**src/fsnp_pkg.sv**
```systemverilog
// Shared constants and types for the FAT short name builder.
// No dependencies; used by fsnp_filter, fsnp_name_build and the top level.
`default_nettype none

package fsnp_pkg;

    localparam int unsigned BASE_LEN   = 8;
    localparam int unsigned EXT_LEN    = 3;
    localparam int unsigned BASE_W     = 8 * BASE_LEN;
    localparam int unsigned EXT_W      = 8 * EXT_LEN;
    localparam int unsigned BCNT_W     = 4;
    localparam int unsigned ECNT_W     = 2;

    localparam logic [7:0] CHAR_SPACE  = 8'h20;
    localparam logic [7:0] CHAR_SLASH  = 8'h2f;
    localparam logic [7:0] CHAR_DOT    = 8'h2e;
    localparam logic [7:0] UPCASE_MASK = 8'h5f;
    localparam logic [7:0] CHAR_A      = 8'h41;
    localparam logic [7:0] CHAR_Z      = 8'h5a;
    localparam logic [7:0] CHAR_0      = 8'h30;
    localparam logic [7:0] CHAR_9      = 8'h39;

    localparam logic [BASE_W-1:0] BASE_BLANK = {BASE_LEN{CHAR_SPACE}};
    localparam logic [EXT_W-1:0]  EXT_BLANK  = {EXT_LEN{CHAR_SPACE}};

    // Filter verdict for one path byte
    typedef struct packed {
        logic       keep;
        logic [7:0] char_out;
    } filt_t;

endpackage

`default_nettype wire

```
**src/fsnp_filter.sv**
```systemverilog
// Character filter: passes allowed punctuation and digits, upcases letters.
// Depends on fsnp_pkg.
`default_nettype none

module fsnp_filter
(
    input  wire logic [7:0]     char_in,
    output fsnp_pkg::filt_t     result
);

    logic [7:0] masked;

    assign masked = char_in & fsnp_pkg::UPCASE_MASK;

    // Punctuation list, then digits, then letters after masking
    always_comb
    begin
        result.keep     = 1'b0;
        result.char_out = char_in;
        case (char_in)
            8'h20, 8'h21, 8'h24, 8'h25, 8'h26, 8'h27, 8'h28, 8'h29,
            8'h2d, 8'h40, 8'h5e, 8'h5f, 8'h60, 8'h7b, 8'h7d, 8'h7e:
            begin
                result.keep = 1'b1;
            end
            default:
            begin
                if (char_in >= fsnp_pkg::CHAR_0 && char_in <= fsnp_pkg::CHAR_9)
                begin
                    result.keep = 1'b1;
                end
                else if (masked >= fsnp_pkg::CHAR_A && masked <= fsnp_pkg::CHAR_Z)
                begin
                    result.keep     = 1'b1;
                    result.char_out = masked;
                end
            end
        endcase
    end

endmodule

`default_nettype wire

```
**src/fsnp_name_build.sv**
```systemverilog
// Name state: base/extension buffers, counts, dot and slash flags.
// Depends on fsnp_pkg and fsnp_filter.
`default_nettype none

module fsnp_name_build
(
    input  wire logic                          clk,
    input  wire logic                          rst_n,
    input  wire logic                          step,
    input  wire logic [7:0]                    char_in,
    input  wire logic                          last,
    output logic      [fsnp_pkg::BASE_W-1:0]   base_cur,
    output logic      [fsnp_pkg::EXT_W-1:0]    ext_cur
);

    logic [fsnp_pkg::BASE_W-1:0] base_reg, base_next;
    logic [fsnp_pkg::EXT_W-1:0]  ext_reg, ext_next;
    logic [fsnp_pkg::BCNT_W-1:0] bcnt_reg, bcnt_next;
    logic [fsnp_pkg::ECNT_W-1:0] ecnt_reg, ecnt_next;
    logic                        dot_reg, dot_next;
    logic                        slash_reg, slash_next;

    // Values after an optional restart by a pending slash
    logic [fsnp_pkg::BASE_W-1:0] base_s;
    logic [fsnp_pkg::EXT_W-1:0]  ext_s;
    logic [fsnp_pkg::BCNT_W-1:0] bcnt_s;
    logic [fsnp_pkg::ECNT_W-1:0] ecnt_s;
    logic                        dot_s;
    fsnp_pkg::filt_t             filt;

    fsnp_filter u_filter
    (
        .char_in (char_in),
        .result  (filt)
    );

    assign base_cur = base_reg;
    assign ext_cur  = ext_reg;

    always_comb
    begin
        base_s = slash_reg ? fsnp_pkg::BASE_BLANK : base_reg;
        ext_s  = slash_reg ? fsnp_pkg::EXT_BLANK  : ext_reg;
        bcnt_s = slash_reg ? '0 : bcnt_reg;
        ecnt_s = slash_reg ? '0 : ecnt_reg;
        dot_s  = slash_reg ? 1'b0 : dot_reg;
    end

    // Next state for one word
    always_comb
    begin
        base_next  = base_reg;
        ext_next   = ext_reg;
        bcnt_next  = bcnt_reg;
        ecnt_next  = ecnt_reg;
        dot_next   = dot_reg;
        slash_next = slash_reg;
        if (step)
        begin
            if (last)
            begin
                base_next  = fsnp_pkg::BASE_BLANK;
                ext_next   = fsnp_pkg::EXT_BLANK;
                bcnt_next  = '0;
                ecnt_next  = '0;
                dot_next   = 1'b0;
                slash_next = 1'b0;
            end
            else
            begin
                base_next  = base_s;
                ext_next   = ext_s;
                bcnt_next  = bcnt_s;
                ecnt_next  = ecnt_s;
                dot_next   = dot_s;
                slash_next = 1'b0;
                if (char_in == fsnp_pkg::CHAR_SLASH)
                begin
                    slash_next = 1'b1;
                end
                else if (!dot_s && char_in == fsnp_pkg::CHAR_DOT)
                begin
                    dot_next = 1'b1;
                end
                else if (filt.keep)
                begin
                    if (!dot_s)
                    begin
                        if (bcnt_s < fsnp_pkg::BCNT_W'(fsnp_pkg::BASE_LEN))
                        begin
                            // first character goes to the top byte
                            for (int i = 0; i < fsnp_pkg::BASE_LEN; i++)
                            begin
                                if (bcnt_s == fsnp_pkg::BCNT_W'(i))
                                begin
                                    base_next[(fsnp_pkg::BASE_LEN-1-i)*8 +: 8] =
                                        filt.char_out;
                                end
                            end
                            bcnt_next = bcnt_s + 1'b1;
                        end
                    end
                    else if (ecnt_s < fsnp_pkg::ECNT_W'(fsnp_pkg::EXT_LEN))
                    begin
                        for (int i = 0; i < fsnp_pkg::EXT_LEN; i++)
                        begin
                            if (ecnt_s == fsnp_pkg::ECNT_W'(i))
                            begin
                                ext_next[(fsnp_pkg::EXT_LEN-1-i)*8 +: 8] =
                                    filt.char_out;
                            end
                        end
                        ecnt_next = ecnt_s + 1'b1;
                    end
                end
            end
        end
    end

    // Control state
    always_ff @(posedge clk or negedge rst_n)
    begin
        if (!rst_n)
        begin
            base_reg  <= fsnp_pkg::BASE_BLANK;
            ext_reg   <= fsnp_pkg::EXT_BLANK;
            bcnt_reg  <= '0;
            ecnt_reg  <= '0;
            dot_reg   <= 1'b0;
            slash_reg <= 1'b0;
        end
        else
        begin
            base_reg  <= base_next;
            ext_reg   <= ext_next;
            bcnt_reg  <= bcnt_next;
            ecnt_reg  <= ecnt_next;
            dot_reg   <= dot_next;
            slash_reg <= slash_next;
        end
    end

endmodule

`default_nettype wire

```
**src/fat_short_name_from_path_top.sv**
```systemverilog
// Top level of the FAT 8.3 short name builder: input register, name state,
// result register. Depends on fsnp_pkg and fsnp_name_build.
//
//  channel  | dir | tdata                                   | tlast
//  s_axis   | in  | [7:0] path_byte                         | end_of_path
//  m_axis   | out | [63:0] base_chars, [87:64] ext_chars    | -
//
// Each word is held in the input register; the name state updates
// as it leaves. A terminator loads the result register as it leaves.
// One word per cycle is sustained; s_axis_tready drops only while a
// terminator waits behind a result not yet taken.
// rst_n clears the name to spaces and empties both registers.
`default_nettype none

module fat_short_name_from_path_top
(
    input  wire logic        clk,
    input  wire logic        rst_n,
    input  wire logic        s_axis_tvalid,
    output logic             s_axis_tready,
    input  wire logic [7:0]  s_axis_tdata,   // [7:0] path_byte
    input  wire logic        s_axis_tlast,   // end_of_path
    output logic             m_axis_tvalid,
    input  wire logic        m_axis_tready,
    output logic      [87:0] m_axis_tdata    // [63:0] base_chars, [87:64] ext_chars
);

    logic                         in_valid_reg, in_valid_next;
    logic [7:0]                   in_char_reg;
    logic                         in_last_reg;
    logic                         out_valid_reg, out_valid_next;
    logic [fsnp_pkg::BASE_W-1:0]  out_base_reg;
    logic [fsnp_pkg::EXT_W-1:0]   out_ext_reg;
    logic [fsnp_pkg::BASE_W-1:0]  base_cur;
    logic [fsnp_pkg::EXT_W-1:0]   ext_cur;
    logic                         advance;
    logic                         emit;

    // Input word moves on unless it is a terminator blocked by a full output not being taken
    assign advance = in_valid_reg && (!in_last_reg || !out_valid_reg || m_axis_tready);
    assign emit    = advance && in_last_reg;
    assign s_axis_tready = !in_valid_reg || advance;

    fsnp_name_build u_build
    (
        .clk      (clk),
        .rst_n    (rst_n),
        .step     (advance),
        .char_in  (in_char_reg),
        .last     (in_last_reg),
        .base_cur (base_cur),
        .ext_cur  (ext_cur)
    );

    always_comb
    begin
        in_valid_next  = (s_axis_tvalid && s_axis_tready) || (in_valid_reg && !advance);
        out_valid_next = emit || (out_valid_reg && !m_axis_tready);
    end

    // Handshake flags
    always_ff @(posedge clk or negedge rst_n)
    begin
        if (!rst_n)
        begin
            in_valid_reg  <= 1'b0;
            out_valid_reg <= 1'b0;
        end
        else
        begin
            in_valid_reg  <= in_valid_next;
            out_valid_reg <= out_valid_next;
        end
    end

    // Payload registers
    always_ff @(posedge clk)
    begin
        if (s_axis_tvalid && s_axis_tready)
        begin
            in_char_reg <= s_axis_tdata;
            in_last_reg <= s_axis_tlast;
        end
        if (emit)
        begin
            out_base_reg <= base_cur;
            out_ext_reg  <= ext_cur;
        end
    end

    assign m_axis_tvalid = out_valid_reg;
    assign m_axis_tdata  = {out_ext_reg, out_base_reg};

`ifndef ASSERT_OFF
    // A terminator that leaves the input register always produces a result
    a_emit_gives_result: assert property (@(posedge clk) disable iff (!rst_n)
        emit |=> out_valid_reg)
        else $error("terminator did not produce a result");

    // Backpressure only comes from a terminator waiting on a full output
    a_stall_cause: assert property (@(posedge clk) disable iff (!rst_n)
        !s_axis_tready |-> (in_valid_reg && in_last_reg && out_valid_reg && !m_axis_tready))
        else $error("input stalled without cause");

    // A result that is not taken and not replaced keeps its value
    a_result_held: assert property (@(posedge clk) disable iff (!rst_n)
        (out_valid_reg && !m_axis_tready) |=> $stable(m_axis_tdata))
        else $error("pending result changed");
`endif

endmodule

`default_nettype wire
```
**config.mk**
```make
export PLATFORM = sky130hd
export DESIGN_NAME = fat_short_name_from_path_top
export DESIGN_NICKNAME = d
export VERILOG_FILES = /design/src/fsnp_pkg.sv /design/src/fsnp_filter.sv /design/src/fsnp_name_build.sv /design/src/fat_short_name_from_path_top.sv
export SDC_FILE = /design/constraint.sdc
export NUM_CORES = 1
export LEC_CHECK = 0
export ABC_CLOCK_PERIOD_IN_PS = 4400
export BUFFER_PORTS_ARGS = -buffer_cell sky130_fd_sc_hd__buf_2
export CAP_MARGIN = 20
export CELL_PAD_IN_SITES_DETAIL_PLACEMENT = 0
export CELL_PAD_IN_SITES_GLOBAL_PLACEMENT = 1
export CORE_MARGIN = 2
export CORE_UTILIZATION = 25
export DETAILED_ROUTE_END_ITERATION = 8
export PLACE_DENSITY_LB_ADDON = 0.08
export SLEW_MARGIN = 40
export SYNTH_ARGS = -nofsm -noshare
export SYNTH_HDL_FRONTEND = slang
export SYNTH_SLANG_ARGS = --single-unit
```
**constraint.sdc**
```tcl
create_clock -name clk -period 4.4 [get_ports clk]
set_input_delay 0 -clock clk [delete_from_list [all_inputs] [get_ports clk]]
set_output_delay 0 -clock clk [all_outputs]
set_load 0.02 [all_outputs]
```
==> flow_summary_export.csv, run 1 <==
group,metric,value,unit
final_layout,n_antenna_cell,0,
worst_hold_path,hp-class,"input port to async pin",
floorplan,die_area,31500,um2
status,status,"finished clean",
setup_path,cp_max_fo,13,
route,ant_nets,0,
place,dp_slack,0.912,ns
power,seq_power_share,52.3,%
final_layout,fill_cells,3053,
yosys,synth_mux_area_share,0,%
clocking,cts.sinks,195,
timing,skew,0.0213,ns
yosys,yosysUniqueCellTypes,68,
setup_path,r2r_end,"u_build.ext_cur[8]$_DFFE_PN0P_",
setup_path,cp-start-kind,"flop",
yosys,synthTopCellsByArea,"edfxtp_1, dfrtp_1, dfstp_2",
place,port_buffers,102,
final_layout,final-seq-area,5380,um2
clocking,cts_hold_buf,13,
clocking,cts_tree,"yes",
clocking,post_cts_resize_count,0,
timing,layout_setup_ws,1.13,ns
power,vdd_drop_max,0.000186,V
final_layout,drive_above_1_share,28.2,%
yosys,synth_common_cells,"edfxtp_1, dfrtp_1, a22o_1, nand2_1, inv_1",
timing,worstMarginPinSlew,0.828,ns
yosys,syn_area,7530,um2
floorplan,core,29600,um2
global_route,grt_util_all_layers,14.2,%
timing,hold_viol_final,0,
yosys,synthAdderAreaFrac,0.665,%
timing,finalCriticalPeriod,3.27,ns
yosys,synth_compound_gate_area_share,17.0,%
timing,drv_slew,0,
power,power.internal,2.85,mW
place,place_hpwl,14300,um
yosys,yosys.cell_count.top_type,"edfxtp_1",
route,via_count,4956,
route,firstDrtPassIters,4,
final_layout,areaGrowthSynthToFinish,23.2,%
run,maxCapViolCount,0,
yosys,synth_flop_cell,"edfxtp_1",
clocking,cts_buffers,17,
power,switching_share,26.7,%
route,routed_wl,21500,um
yosys,yosys_warnings,0,
setup_path,crit_path_end_kind,"flop",
yosys,synth-async-reset-ratio,50.3,%
timing,setup-tns-final,0,ns
setup_path,r2r_slack,1.13,ns
route,vias_per_cell,4.74,
yosys,ys_seq_area_share,71.5,%
clocking,clkTransAtPathRegs,0.07,ns
yosys,syn_nets,533,
yosys,yosys.area_share.simple,8.46,%
power,pwr_density_cell,419,nW/um2
yosys,syn-instance-count,516,
timing,rsz0062_at_grt,"false",
timing,fmax,0.306,GHz
setup_path,crit_type,"flop to flop",
power,switching_power,1.04,mW
floorplan,fp-row-count,63,
floorplan,chipWidth,178,um
final_layout,final_net_count,660,
clocking,clk_path_buf_depth,2,
floorplan,initial_core_util,25.4,%
timing,timing.slew.headroom,44.6,%
place,place.gp.congestion,0.872,
yosys,yosys.area.top_type,"edfxtp_1",
setup_path,rr_worst_depth,8,
global_route,antenna_found_initial,0,
clocking,clock_latency,0.45,ns
global_route,grt_pass1_vias,5157,
global_route,grt_pass1_wl,33100,um
floorplan,ios,103,
setup_path,critPathArrivalTime,3.59,ns
route,wl_per_cell,20.6,um
timing,setup_viol,0,
yosys,synth_seq_cells,195,
timing,holdWs,0.151,ns
yosys,synth_edf_count,97,
power,p_comb_share,9.0,%
power,p_leak,3.76,nW
yosys,synth_top_family_by_area,"compound AO/OA/AOI/OAI gates",
clocking,post-cts-setup-buffer-count,0,
clocking,root_buffer,"clkbuf_16",
route,drtIter0Drc,346,
route,drcViolationCount,0,
yosys,avgSynthCellArea,14.6,um2
global_route,gr-total-overflow,0,
power,clkPwrFrac,38.7,%
clocking,htree_levels,4,
setup_path,regToRegStartpoint,"in_char_reg[2]$_DFFE_PP_",
global_route,grt_max_degree,54,
timing,timing.final.crit_share,74.2,%
yosys,synth_top_cell_area_share,38.7,%
floorplan,die_h,178,um
yosys,synth-xor-area-share,0,%
setup_path,required,4.72,ns
final_layout,multi_input_area,1980,um2
[layer usage]
metal  wire length (um)  up-vias  global-route usage, %  part of all wire [%]
met5                  0        -                      0                     0
li1                   -     2266                      -                     -
met1              10600     2536                   20.5                    49
met4                254        0                   3.83                   1.2
met2               9670      136                   21.4                    45
met3               1040       18                   3.17                   4.8
[critical path, stage by stage (launching register included)]
cell	delay, ns
edfxtp_1	0.75
buf_4	0.30
and4b_1	0.20
a2bb2o_1	0.32
a311o_1	0.39
nor2_1	0.66
nor3_1	0.15
buf_4	0.20
a22o_1	0.17
[logic make-up after synthesis]
group,after synthesis
AO/OA/AOI/OAI,153
adder cells (fa/ha/maj),4
buffers and inverters,46
flip-flops,195
AND/OR/NAND/NOR,118
[power groups by stage]
stage | Combinational [mW] | Sequential [mW] | Clock, mW
final | 0.349 | 2.04 | 1.51
after global routing | 0.383 | 2.05 | 1.63
after CTS | 0.352 | 2.04 | 1.56
after detailed placement | 0.342 | 2.08 | 0
after global placement | 0.334 | 2.08 | 0
after floorplan | 0.158 | 2.10 | 0
[layout by cell type (no fill, tap or decap), drive strengths merged, types with 3 or more instances in the layout]
| master | count |
|---|---|
| o21ai | 19 |
| a221oi | 5 |
| dlygate4sd3 | 13 |
| o22ai | 8 |
| clkinv | 7 |
| o2bb2ai | 6 |
| and2 | 16 |
| clkbuf | 18 |
| inv | 27 |
| a22o | 29 |
| nor3 | 11 |
| and3 | 4 |
| nand3 | 14 |
| edfxtp | 97 |
| nor2b | 3 |
| nand2b | 6 |
| a31oi | 6 |
| nand2 | 30 |
| a32o | 21 |
| nor2 | 13 |
| nand4 | 4 |
| buf | 119 |
| a22oi | 5 |
| nor4 | 3 |
| a21oi | 16 |
| a21o | 5 |
| dfstp | 11 |
| o21a | 3 |
| ha | 4 |
| o211ai | 5 |
| dfrtp | 87 |
[how the worst max path moves through the flow]
stage	from	end
global route	in_char_reg[1]$_DFFE_PP_	u_build.ext_cur[14]$_DFFE_PN0P_
floorplan	in_last_reg$_DFFE_PP_	out_base_reg[0]$_DFFE_PP_
CTS	in_char_reg[1]$_DFFE_PP_	u_build.ext_cur[10]$_DFFE_PN0P_
global placement	in_char_reg[1]$_DFFE_PP_	u_build.ext_cur[16]$_DFFE_PN0P_
detailed placement	in_char_reg[1]$_DFFE_PP_	u_build.ext_cur[9]$_DFFE_PN0P_
finish	in_char_reg[2]$_DFFE_PP_	u_build.ext_cur[8]$_DFFE_PN0P_
[metrics by stage]
step           total power [mW]  utilization (%)  instances  cell area (um2)
6_report                   3.89             31.3       1046             9280
5_1_grt                    4.06             31.3       1046             9280
4_1_cts                    3.95             31.3       1045             9260
3_5_place_dp               2.42             28.9       1000             8570
3_3_place_gp               2.41             28.8        999             8550
2_1_floorplan              2.26                -        516             7530
[area by class of cell]
type	count	area share, %
well taps	390	5.26
multi-input cells	275	21.3
inverters	22	0.890
flip-flops and latches	195	58.0
clock inverters	14	1.32
repair buffers	132	8.49
clock buffers	18	4.73
Power figures use the tool's default switching activity.
==> inputs of run 2 (changes only) <==
Settings changed: ABC_CLOCK_PERIOD_IN_PS 4400 to 2650.
Clock period 4.4 ns to 2.65 ns, I/O delays scaled along.
==> run 2 against run 1 <==
- first-iteration DRC count is 10% higher
- combinational power is 89% higher
- clock power is 75% higher
- cell count is 4.4% higher
- core utilization is 1.5 points higher
- clock-buffer cell count is 1 lower
- clock skew is 0.0034 ns lower
- sequential power is 65% higher
- final area is 4.7% higher
- non-clock buffer count is 46 higher
- global-route usage hardly changed
- critical path depth is 1 lower
- largest power group unchanged
==> flow_summary_export.csv, run 2 (same netlist as run 1, synthesis figures left out) <==
group,metric,value,unit
timing,timing.final.crit_share,96.5,%
place,place.gp.congestion,0.833,
run,maxCapViolCount,0,
floorplan,die_h,178,um
final_layout,final_net_count,706,
route,via_count,5106,
timing,hold_viol_final,0,
floorplan,initial_core_util,25.4,%
final_layout,fill_cells,2974,
power,p_leak,4.01,nW
place,port_buffers,102,
route,vias_per_cell,4.68,
final_layout,fin_util,32.8,%
final_layout,n_antenna_cell,0,
status,status,"finished clean",
floorplan,die_area,31500,um2
final_layout,fin_area,9720,um2
power,pwr_density_cell,685,nW/um2
setup_path,cp_max_fo,13,
global_route,gr-total-overflow,0,
clocking,clkTransAtPathRegs,0.08,ns
timing,holdWs,0.131,ns
floorplan,chipWidth,178,um
setup_path,required,2.98,ns
timing,drv_slew,0,
clocking,root_buffer,"clkbuf_16",
place,dpl_cell_area,8940,um2
worst_hold_path,hp-class,"input port to async pin",
setup_path,crit_type,"flop to flop",
timing,skew,0.0179,ns
timing,setup_viol,0,
route,wl_per_cell,19.8,um
timing,fmax,0.391,GHz
power,vdd_drop_max,0.000334,V
route,drcViolationCount,0,
timing,layout_setup_ws,0.0941,ns
global_route,grt_max_degree,53,
route,drtIter0Drc,382,
route,firstDrtPassIters,5,
clocking,cts.sinks,195,
place,dp_slack,-0.0119,ns
clocking,clock_latency,0.44,ns
setup_path,cp-start-kind,"flop",
final_layout,areaGrowthSynthToFinish,29.1,%
final_layout,drive_above_1_share,34.0,%
setup_path,r2r_slack,0.09,ns
timing,finalCriticalPeriod,2.56,ns
route,routed_wl,21700,um
floorplan,ios,103,
setup_path,critPathArrivalTime,2.89,ns
final_layout,layout_commonest_cell,"buf_2",
floorplan,fp-row-count,63,
setup_path,crit_path_end_kind,"flop",
timing,rsz0062_at_grt,"false",
final_layout,final_cell_mix,"buf_2, edfxtp_1, dfrtp_1",
global_route,grt_pass1_wl,33000,um
timing,worstMarginPinSlew,0.685,ns
global_route,grt_util_all_layers,14.2,%
clocking,clk_path_buf_depth,2,
floorplan,core,29600,um2
global_route,antenna_found_initial,0,
place,place_hpwl,15000,um
timing,timing.slew.headroom,54.3,%
clocking,cts_tree,"yes",
clocking,htree_levels,4,
clocking,cts_buffers,17,
route,ant_nets,0,
global_route,grt_pass1_vias,5212,
## run 2: cell types whose count changed in the layout (fill, tap and decap cells not counted), moves of 2 or more
cell / delta
buf_4: +46
clkinv_4: -4
clkinv_8: +5
inv_12: +2
inv_8: -2
nor2_1: -2
nor2_2: +2
## run 2: where the power goes
part           switching (mW)  internal, mW
Clock                    1.35          1.29
Combinational           0.442         0.219
Sequential             0.0537          3.31
## run 2: stage by stage
| step | std cells | power [mW] | setup TNS (ns) |
|---|---|---|---|
| 4_1_cts | 1092 | 6.76 | 0 |
| 5_1_grt | 1092 | 6.93 | 0 |
| 3_3_place_gp | 1047 | 4.07 | 0 |
| 6_report | 1092 | 6.66 | 0 |
| 3_5_place_dp | 1047 | 4.08 | -0.0220 |
| 2_1_floorplan | 516 | 3.75 | 0 |
## run 2: critical path, stage by stage (launching register included)
cell	delay [ns]
edfxtp_1	0.38
or4b_2	0.68
a2bb2o_2	0.27
a311oi_2	0.06
buf_12	0.19
a2111oi_4	0.46
o21ai_4	0.16
a22o_1	0.25
## run 2: path summary, 6_finish.rpt
path / from / to / depth (start not counted)
worst max-delay path: in_char_reg[2]$_DFFE_PP_ / u_build.ext_cur[20]$_DFFE_PN0P_ / 7
worst min-delay path: rst_n / u_build.base_cur[63]$_DFFE_PN0P_ / 2
worst max register to register: in_char_reg[2]$_DFFE_PP_ / u_build.ext_cur[20]$_DFFE_PN0P_ / 7
worst min register to register: u_build.base_cur[47]$_DFFE_PN0P_ / out_base_reg[47]$_DFFE_PP_ / 0
max in group asynchronous: rst_n / u_build.base_cur[5]$_DFFE_PN1P_ / 3
min in group clk: s_axis_tdata[4] / in_char_reg[4]$_DFFE_PP_ / 2
## run 2: routing by layer
| layer | share of wire, % | GRT usage [%] | vias up |
|---|---|---|---|
| met1 | 49 | 20.5 | 2622 |
| li1 | - | - | 2343 |
| met4 | 1.2 | 4.06 | 0 |
| met3 | 3.7 | 2.57 | 16 |
| met2 | 46 | 21.8 | 125 |
| met5 | 0 | 0 | - |
## run 2: cell type report
type / instances / area [um2] / area share (%)
sequential: 195 / 5380 / 55.4
clock inverter: 15 / 184 / 1.89
clock buffer: 17 / 425 / 4.38
tap: 390 / 488 / 5.02
timing repair buffer: 178 / 1140 / 11.7
multi-input combinational: 275 / 2020 / 20.7
inverter: 22 / 82.6 / 0.850
## run 2: timing repair
action / CTS / global route
setup endpoints to repair: 12 / 29
hold buffers: 13 / 0
cloned: 0 / 0
buffers inserted: 0 / 0
hold endpoints to repair: 51 / 0
pin swaps: 0 / 3
resized for setup: 2 / 8
==> inputs of run 3 (changes only) <==
Settings changed: ABC_AREA from default to 1, REMOVE_ABC_BUFFERS from default to 1.
==> run 3 against run 2 <==
- power up 15%
- die area up 27%
- register-to-register slack better by 0.30 ns
- sequential power up 8.0%
- largest cell class unchanged
- largest power group unchanged
- hold slack worse by 0.072 ns
==> flow_summary_export.csv, run 3 <==
group,metric,value,unit
clocking,root_buffer,"clkbuf_16",
yosys,synthTopCellsByArea,"edfxtp_1, dfrtp_1, nand2_1",
route,ant_nets,0,
timing,drv_slew,0,
setup_path,slowest_delay,0.55,ns
clocking,clk_path_buf_depth,2,
place,place_hpwl,19200,um
floorplan,core,37700,um2
route,drcViolationCount,0,
clocking,htree_levels,4,
final_layout,final_net_count,1276,
setup_path,crit_chain,"inv_6 -> nand2_1 -> inv_1 -> ha_1 -> inv_1 -> nor3_2 -> nand2_2 -> nand2_1 -> nand3_1 -> nand2_1 -> inv_1",
yosys,avgSynthCellArea,8.36,um2
final_layout,final-seq-area,5380,um2
floorplan,die_area,39900,um2
route,routed_wl,29800,um
yosys,synth_top_cell_area_share,30.4,%
yosys,syn-instance-count,1146,
final_layout,fill_cells,4073,
timing,hold_viol_final,0,
power,finalPower,7.69,mW
final_layout,n_antenna_cell,0,
timing,holdWs,0.0584,ns
clocking,cts_buffers,17,
timing,finalCriticalPeriod,2.26,ns
clocking,cts_hold_buf,13,
yosys,yosys.cell_count.top_type,"nand2_1",
setup_path,cp_slowest_cell,"nor3_2",
worst_hold_path,hp-class,"input port to async pin",
timing,timing.slew.headroom,57.2,%
yosys,synth-async-reset-ratio,50.3,%
global_route,grt_pass1_vias,7619,
final_layout,fin_area,11500,um2
floorplan,ios,103,
final_layout,multi_input_area,3590,um2
timing,setup_viol,0,
clocking,cts.sinks,195,
clocking,post-cts-setup-buffer-count,0,
yosys,synth_edf_count,97,
place,dpl_cell_area,10800,um2
status,status,"finished clean",
yosys,synth_flop_cell,"edfxtp_1",
global_route,gr-total-overflow,0,
power,clkPwrFrac,35.0,%
setup_path,cp-start-kind,"flop",
global_route,grt_pass1_wl,46600,um
final_layout,areaGrowthSynthToFinish,19.8,%
power,pwr_density_cell,670,nW/um2
clocking,clock_latency,0.46,ns
yosys,synth_common_cells,"nand2_1, nand3_1, edfxtp_1",
power,vdd_drop_max,0.000488,V
power,switching_power,2.37,mW
power,seq_power_share,47.2,%
final_layout,fin_cells,1783,
power,p_leak,5.64,nW
setup_path,critPathArrivalTime,2.65,ns
route,vias_per_cell,4.36,
yosys,yosys_warnings,0,
yosys,syn_area,9580,um2
clocking,post_cts_resize_count,0,
timing,worstMarginPinSlew,0.638,ns
setup_path,worstPathBufferInverterCount,4,
power,power.internal,5.32,mW
setup_path,crit_family,"simple AND/OR/NAND/NOR gates",
final_layout,drive_above_1_share,17.3,%
setup_path,regToRegStartpoint,"u_build.slash_reg$_DFFE_PN0P_",
yosys,synth_seq_cells,195,
setup_path,crit_path_end_kind,"flop",
place,port_buffers,102,
yosys,yosys.area.top_type,"edfxtp_1",
setup_path,required,3.05,ns
floorplan,initial_core_util,25.4,%
final_layout,layout_commonest_cell,"nand2_1",
floorplan,die_h,200,um
timing,fmax,0.443,GHz
route,drtIter0Drc,435,
global_route,antenna_found_initial,0,
route,via_count,7775,
floorplan,chipWidth,200,um
timing,skew,0.0165,ns
final_layout,final_cell_mix,"nand2_1, nand3_1, buf_2",
clocking,cts_tree,"yes",
route,wl_per_cell,16.7,um
route,firstDrtPassIters,7,
run,maxCapViolCount,0,
timing,timing.final.crit_share,85.1,%
place,placed_cells_incl_taps,1738,
global_route,grt_max_degree,69,
timing,rsz0062_at_grt,"false",
floorplan,fp-row-count,71,
clocking,clkTransAtPathRegs,0.08,ns
setup_path,crit_type,"flop to flop",
yosys,yosysUniqueCellTypes,35,
setup_path,cp-startpoint,"u_build.slash_reg$_DFFE_PN0P_",
power,switching_share,30.8,%
global_route,grt_util_all_layers,15.6,%
timing,setup-tns-final,0,ns
setup_path,cp_max_fo,8,
power,p_comb_share,17.8,%
yosys,ys_seq_area_share,56.1,%
place,place.gp.congestion,0.776,
==> run 3: cell types whose count changed after synthesis, sizes merged, moves of 7 or more <==
| cell | previous run | this run |
|---|---|---|
| a22o | 29 | 0 |
| nand3 | 14 | 165 |
| a32o | 21 | 0 |
| clkbuf | 16 | 24 |
| buf | 8 | 39 |
| o21ai | 19 | 58 |
| nor3 | 11 | 4 |
| nand2 | 30 | 521 |
| and2 | 16 | 0 |
| inv | 22 | 65 |
| nand4 | 4 | 12 |
| nor2 | 13 | 39 |
==> run 3: metrics by stage <==
step	util, %	setup slack, ns
floorplan	-	-1.68
global placement	28.6	0.353
global route	30.5	0.128
CTS	30.5	0.360
detailed placement	28.6	0.367
finish	30.5	0.395
==> run 3: per-layer routing <==
metal,track usage (%),share of wire [%]
met1,22.7,51
met2,24.1,45
met3,2.57,3.2
met4,3.98,1.1
met5,0,0
==> run 3: layout make-up <==
type / count / share of cell area (%)
multi-input cells: 823 / 31.2
clock buffers: 19 / 3.77
flip-flops and latches: 195 / 46.9
well taps: 511 / 5.57
repair buffers: 157 / 9.00
inverters: 65 / 2.25
clock inverters: 13 / 1.32
==> run 3: logic make-up (layout without fill, tap and decap cells) <==
group / Yosys count / after routing / synth area share (%)
compound gates: 74 / 74 / 4.03
flops: 195 / 195 / 56.1
fa+ha+maj: 4 / 4 / 0.522
simple gates: 744 / 744 / 32.6
buf+inv: 128 / 254 / 6.57
xor+xnor: 1 / 1 / 0.0914
==> run 3: power groups by stage <==
stage | Clock (mW) | Combinational (mW) | Sequential (mW)
after detailed placement | 0 | 1.37 | 3.70
final | 2.69 | 1.37 | 3.63
after global placement | 0 | 1.38 | 3.70
after floorplan | 0 | 0.796 | 3.75
after global routing | 2.90 | 1.57 | 3.67
after CTS | 2.78 | 1.39 | 3.64
==> run 3: final timing paths <==
kind	end	slack (ns)	depth (start not counted)
setup / recovery	u_build.base_cur[53]$_DFFE_PN1P_	0.39	11
hold / removal	u_build.base_cur[12]$_DFFE_PN0P_	0.06	2
setup reg to reg	u_build.base_cur[53]$_DFFE_PN1P_	0.39	11
hold reg to reg	out_base_reg[43]$_DFFE_PP_	0.48	0
max in group asynchronous	u_build.base_cur[45]$_DFFE_PN1P_	1.85	3
min in group clk	in_char_reg[5]$_DFFE_PP_	0.24	2
